$ cat src/rtl/gimli_pkg.sv
// ----------------------------------------------------------------------------
// gimli_pkg
// Types, constants and the round function shared by the Gimli permutation
// pipeline.
// ----------------------------------------------------------------------------
package gimli_pkg;

    localparam int WORD_W         = 32;
    localparam int NUM_WORDS      = 12;
    localparam int ROUND_W        = 5;
    localparam int ROUNDS_DEFAULT = 24;

    localparam logic [WORD_W-1:0] ROUND_CONST = 32'h9e37_7900;

    typedef logic [WORD_W-1:0]                 word_t;
    typedef logic [NUM_WORDS-1:0][WORD_W-1:0]  state_t;
    typedef logic [ROUND_W-1:0]                round_t;

    typedef struct packed {
        word_t word_in_0;
        word_t word_in_1;
        word_t word_in_2;
        word_t word_in_3;
        word_t word_in_4;
        word_t word_in_5;
        word_t word_in_6;
        word_t word_in_7;
        word_t word_in_8;
        word_t word_in_9;
        word_t word_in_10;
        word_t word_in_11;
    } state_in_t;

    typedef struct packed {
        word_t word_out_0;
        word_t word_out_1;
        word_t word_out_2;
        word_t word_out_3;
        word_t word_out_4;
        word_t word_out_5;
        word_t word_out_6;
        word_t word_out_7;
        word_t word_out_8;
        word_t word_out_9;
        word_t word_out_10;
        word_t word_out_11;
    } state_out_t;

    // One full round: SP-box on all four columns, then the swap that the
    // round number selects, plus the round constant on rounds that are multiples of four.
    function automatic state_t gimli_round(input state_t s, input round_t r);
        state_t res;
        word_t  x;
        word_t  y;
        word_t  z;
        word_t  t;
        res = s;
        for (int c = 0; c < 4; c++)
        begin
            x = {s[c][7:0], s[c][31:8]};
            y = {s[4+c][22:0], s[4+c][31:23]};
            z = s[8+c];
            res[8+c] = x ^ (z << 1) ^ ((y & z) << 2);
            res[4+c] = y ^ x ^ ((x | z) << 1);
            res[c]   = z ^ y ^ ((x & y) << 3);
        end
        if (r[1:0] == 2'd0)
        begin
            t      = res[0];
            res[0] = res[1];
            res[1] = t;
            t      = res[2];
            res[2] = res[3];
            res[3] = t;
            res[0] = res[0] ^ ROUND_CONST ^ {{(WORD_W-ROUND_W){1'b0}}, r};
        end
        else if (r[1:0] == 2'd2)
        begin
            t      = res[0];
            res[0] = res[2];
            res[2] = t;
            t      = res[1];
            res[1] = res[3];
            res[3] = t;
        end
        return res;
    endfunction

endpackage

$ cat src/rtl/gimli_round_stage.sv
// ----------------------------------------------------------------------------
// gimli_round_stage
// One pipeline stage: applies a single Gimli round and registers the state
// with its valid bit. Loads when empty or when the next stage drains it.
// ----------------------------------------------------------------------------
module gimli_round_stage
    import gimli_pkg::*;
#(
    parameter round_t ROUND_NUM = round_t'(ROUNDS_DEFAULT)
)
(
    input  logic   clk,
    input  logic   rst_n,
    input  logic   up_valid,
    input  state_t up_data,
    output logic   up_ready,
    output logic   valid,
    output state_t data,
    input  logic   down_ready
);

    logic   valid_reg;
    state_t data_reg;
    state_t data_next;

    assign data_next = gimli_round(up_data, ROUND_NUM);
    assign up_ready  = !valid_reg || down_ready;

    always_ff @(posedge clk or negedge rst_n)
    begin
        if (!rst_n)
        begin
            valid_reg <= 1'b0;
        end
        else if (up_ready)
        begin
            valid_reg <= up_valid;
        end
    end

    // payload: hold unless a new word moves in
    always_ff @(posedge clk)
    begin
        if (up_ready && up_valid)
        begin
            data_reg <= data_next;
        end
    end

    assign valid = valid_reg;
    assign data  = data_reg;

endmodule

$ cat config.mk
export PLATFORM = sky130hd
export DESIGN_NAME = gimli_round_stage
export DESIGN_NICKNAME = d
export VERILOG_FILES = /design/src/rtl/gimli_pkg.sv /design/src/rtl/gimli_round_stage.sv
export SDC_FILE = /design/constraint.sdc
export NUM_CORES = 1
export LEC_CHECK = 0
export BUFFER_PORTS_ARGS = -buffer_cell sky130_fd_sc_hd__buf_2
export CELL_PAD_IN_SITES_DETAIL_PLACEMENT = 1
export CELL_PAD_IN_SITES_GLOBAL_PLACEMENT = 2
export CORE_AREA = 2 2 302 304
export DETAILED_ROUTE_END_ITERATION = 7
export DIE_AREA = 0 0 304 306
export PLACE_DENSITY = 0.56
export SLEW_MARGIN = 20
export SYNTH_ARGS = -nofsm -noshare
export SYNTH_HDL_FRONTEND = slang
export SYNTH_SLANG_ARGS = --single-unit
$ cat constraint.sdc
create_clock -name clk -period 19.03 [get_ports clk]
set_clock_uncertainty 0.05 [all_clocks]
set_input_delay 5.709 -clock clk [delete_from_list [all_inputs] [get_ports clk]]
set_output_delay 5.709 -clock clk [all_outputs]
set_load 0.01 [all_outputs]
==> results.py <==
metrics = {
    "sta": {
        "layout_worst_path_cycle_share_pct": 62.4,
        "max_freq_mhz": 84.2,
        "rsz0062_at_grt": "no",
        "max-slew-margin-rel_pct": 31.9,
        "finalSetupViolations": 0,
        "fin_crit_ps": 11870,
        "fin_ws_ps": 7160,
        "fin_tns_setup_ps": 0,
        "final-hold-violation-count": 0,
        "timing_worst_slew_pin_value_ps": 1020,
        "hold_ws_ps": 485,
        "slew_violations": 0,
    },
    "finish": {
        "post_route_cell_area_sq_um": 26400,
        "area_delta_synth_final_pct": 35.8,
        "fillCellCount": 9897,
        "finish.utilization_pct": 29.4,
        "largest_register_ffs": 384,
        "finish.cell_count_without_fillers": 3307,
        "finalNetCount": 2706,
        "multiInputGateArea_sq_um": 7850,
        "ff_latch_area_sq_um": 11600,
        "final_layout_size_suffix_gt1_share_pct": 40.1,
    },
    "clocking": {
        "clock_tree.htree_level_count": 2,
        "post_cts_resize_count": 0,
        "cts_hold_buf": 0,
        "clockRootBuffer": "sky130_fd_sc_hd__clkbuf_16",
        "clk_path_buf_depth": 3,
        "clock_tree_from_tritoncts": "built",
        "numCtsBuffers": 50,
        "clkSlewWorstSetupHoldPaths_ps": 60,
        "cts.sinks": 385,
        "clock_insertion_delay_worst_skew_ps": 600,
        "cts_post_setup_buffers_inserted": 0,
    },
    "synthesis": {
        "synth_area_sq_um": 19400,
        "synth_simple_gate_area_share_pct": 2.50,
        "netlist_instances": 1252,
        "synth.yosys.seq_area_share_pct": 59.5,
        "yosys_warnings": 0,
        "synth_top_family_by_area": "XOR/XNOR gates",
        "ys_types": 8,
        "synthAdderAreaFrac_pct": 15.2,
        "compound_gate_portion_of_the_synthesized_area_pct": 0,
        "ys_ff_latch": 385,
        "synth_xor_xnor_area_share_pct": 22.7,
        "postSynthNetCount": 1876,
        "average_instance_area_after_synthesis_sq_um": 15.5,
        "synth.mux.area_fraction_pct": 0,
    },
    "setup_path": {
        "cp-end-kind": "output port",
        "crit_path_cell_trace": "buf_2 > nand2b_1 > buf_2",
        "critPathTopFamily": "buffers and inverters",
        "timing.critical_path.slowest_cell_delay_ps": 160,
        "worstPathRequired_ps": 13270,
        "cp_launch_type": "primary input",
        "critical_path_peak_fanout": 3,
        "critical_path.slowest_cell": "sky130_fd_sc_hd__nand2b_1",
        "critical_path_buf_inv_count": 2,
        "crit_type": "in -> out",
        "worst_ep_arrival_time_ps": 6120,
        "cpMostUsedCell": "sky130_fd_sc_hd__buf_2",
    },
    "global_routing": {
        "grt_util_all_layers_pct": 15.1,
        "antenna_found_initial": 28,
        "grt_util_met1_pct": 15.2,
        "globalRoute.totalOverflow": 0,
        "globalRouteMet2Util_pct": 27.4,
        "peak_usage_layer_in_the_global_routing_report": "met2",
        "grt_max_degree": 71,
        "groute.layer.met3.usage_pct": 7.63,
        "grt_pass1_wl_microns": 102000,
        "grt_pass1_vias": 14600,
    },
    "route": {
        "antenna_left": 0,
        "route.detailed.drc": 0,
        "drt_pass1_iterations": 4,
        "drt_iter0_drc": 445,
        "routedWlPerCell_microns": 21.7,
        "wl_microns": 71700,
        "num_vias": 12900,
        "vias_per_cell": 3.90,
    },
    "die": {
        "coreArea_sq_um": 89600,
        "top_level_ports": 774,
        "die_h_microns": 306,
        "num_rows": 110,
        "initial_utilization_pct": 21.7,
        "die_footprint_sq_um": 93000,
        "floorplan.die.width_microns": 304,
    },
    "power_and_ir_drop": {
        "power.share.sequential_pct": 43.9,
        "portion_of_total_power_attributed_to_the_clock_network_pct": 37.8,
        "maximum_vdd_ir_drop_mv": 0.0569,
        "swShare_pct": 27.3,
        "power.share.combinational_pct": 18.3,
        "power.density_cell_area_nw_per_um2": 92.2,
        "leakage_power_nw": 10.9,
        "power.net_switching_mw": 0.663,
        "power_report.internal_total_mw": 1.77,
        "p_total_mw": 2.43,
    },
    "run_status": {
        "status": "finished clean",
    },
    "min_path": {
        "hp-class": "reg -> reg",
    },
    "placement": {
        "placed_cells": 3206,
        "gpl_wtd_cong": 0.836,
        "hpwl_microns": 60100,
        "dpl_cell_area_sq_um": 24800,
        "pre_cts_ws_ps": 7160,
        "place.port_buffers": 773,
    },
    "flow_run": {
        "drv_cap": 0,
    },
}
[worst register-to-register path, cell delays in order, from the launching register on]
cell	delay [ps]
sky130_fd_sc_hd__dfrtp_1	370
sky130_fd_sc_hd__nand2b_1	110
sky130_fd_sc_hd__and2_4	680
sky130_fd_sc_hd__buf_4	950
sky130_fd_sc_hd__buf_4	850
[per-layer routing]
layer	part of all wire [%]	wire, microns
met1	35	25300
met2	51	36600
met3	11	7790
met4	2.4	1730
met5	0.33	234
[power by group through the flow]
| stage | clock [mW] | combinational [mW] | sequential (mW) |
|---|---|---|---|
| 2_1_floorplan | 0 | 0.189 | 1.14 |
| 3_3_place_gp | 0 | 0.453 | 1.08 |
| 3_5_place_dp | 0 | 0.459 | 1.08 |
| 4_1_cts | 0.959 | 0.460 | 1.07 |
| 5_1_grt | 0.987 | 0.492 | 1.07 |
| 6_report | 0.919 | 0.445 | 1.07 |
[cell type report]
cell class | instances | share of cell area, %
sequential | 385 | 43.8
multi-input combinational | 867 | 29.8
timing repair buffer | 778 | 14.8
tap | 1176 | 5.58
clock buffer | 62 | 4.92
clock inverter | 31 | 0.982
antenna | 8 | 0.0759
[logic make-up (layout without fill, tap and decap cells)]
group	count (synthesis)	count (layout)
xor+xnor	504	504
flops	385	385
fa+ha+maj	236	236
simple gates	127	127
other cells	0	8
buf+inv	0	871
[cell usage after synthesis]
cell,instances,area share [%]
sky130_fd_sc_hd__xor2_1,109,4.9
sky130_fd_sc_hd__nor2_1,124,2.4
sky130_fd_sc_hd__xnor2_1,395,18
sky130_fd_sc_hd__ha_1,236,15
sky130_fd_sc_hd__dfrtp_1,1,0.13
sky130_fd_sc_hd__nand2b_1,2,0.064
sky130_fd_sc_hd__and2_1,1,0.032
sky130_fd_sc_hd__edfxtp_1,384,59
[layout by cell type (no fill, tap or decap), drive strengths merged]
cell type	synthesis	layout
bufinv	0	3
clkinv	0	22
xnor2	395	395
and2	1	1
nor2	124	124
edfxtp	384	384
nand2b	2	2
buf	0	778
inv	0	4
dfrtp	1	1
xor2	109	109
ha	236	236
clkbuf	0	62
clkinvlp	0	2
diode	0	8
[worst paths after layout]
check                           start        to  slack [ps]  depth (start not counted)
max                        down_ready  up_ready        7160                          3
min                             valid     valid         480                          2
max reg2reg                     valid   data[0]       15520                          4
min reg2reg                     valid     valid         480                          2
max in group asynchronous       rst_n     valid       14020                          1
min in group asynchronous       rst_n     valid        4820                          1
No activity file was read; power rests on OpenSTA's default activity.
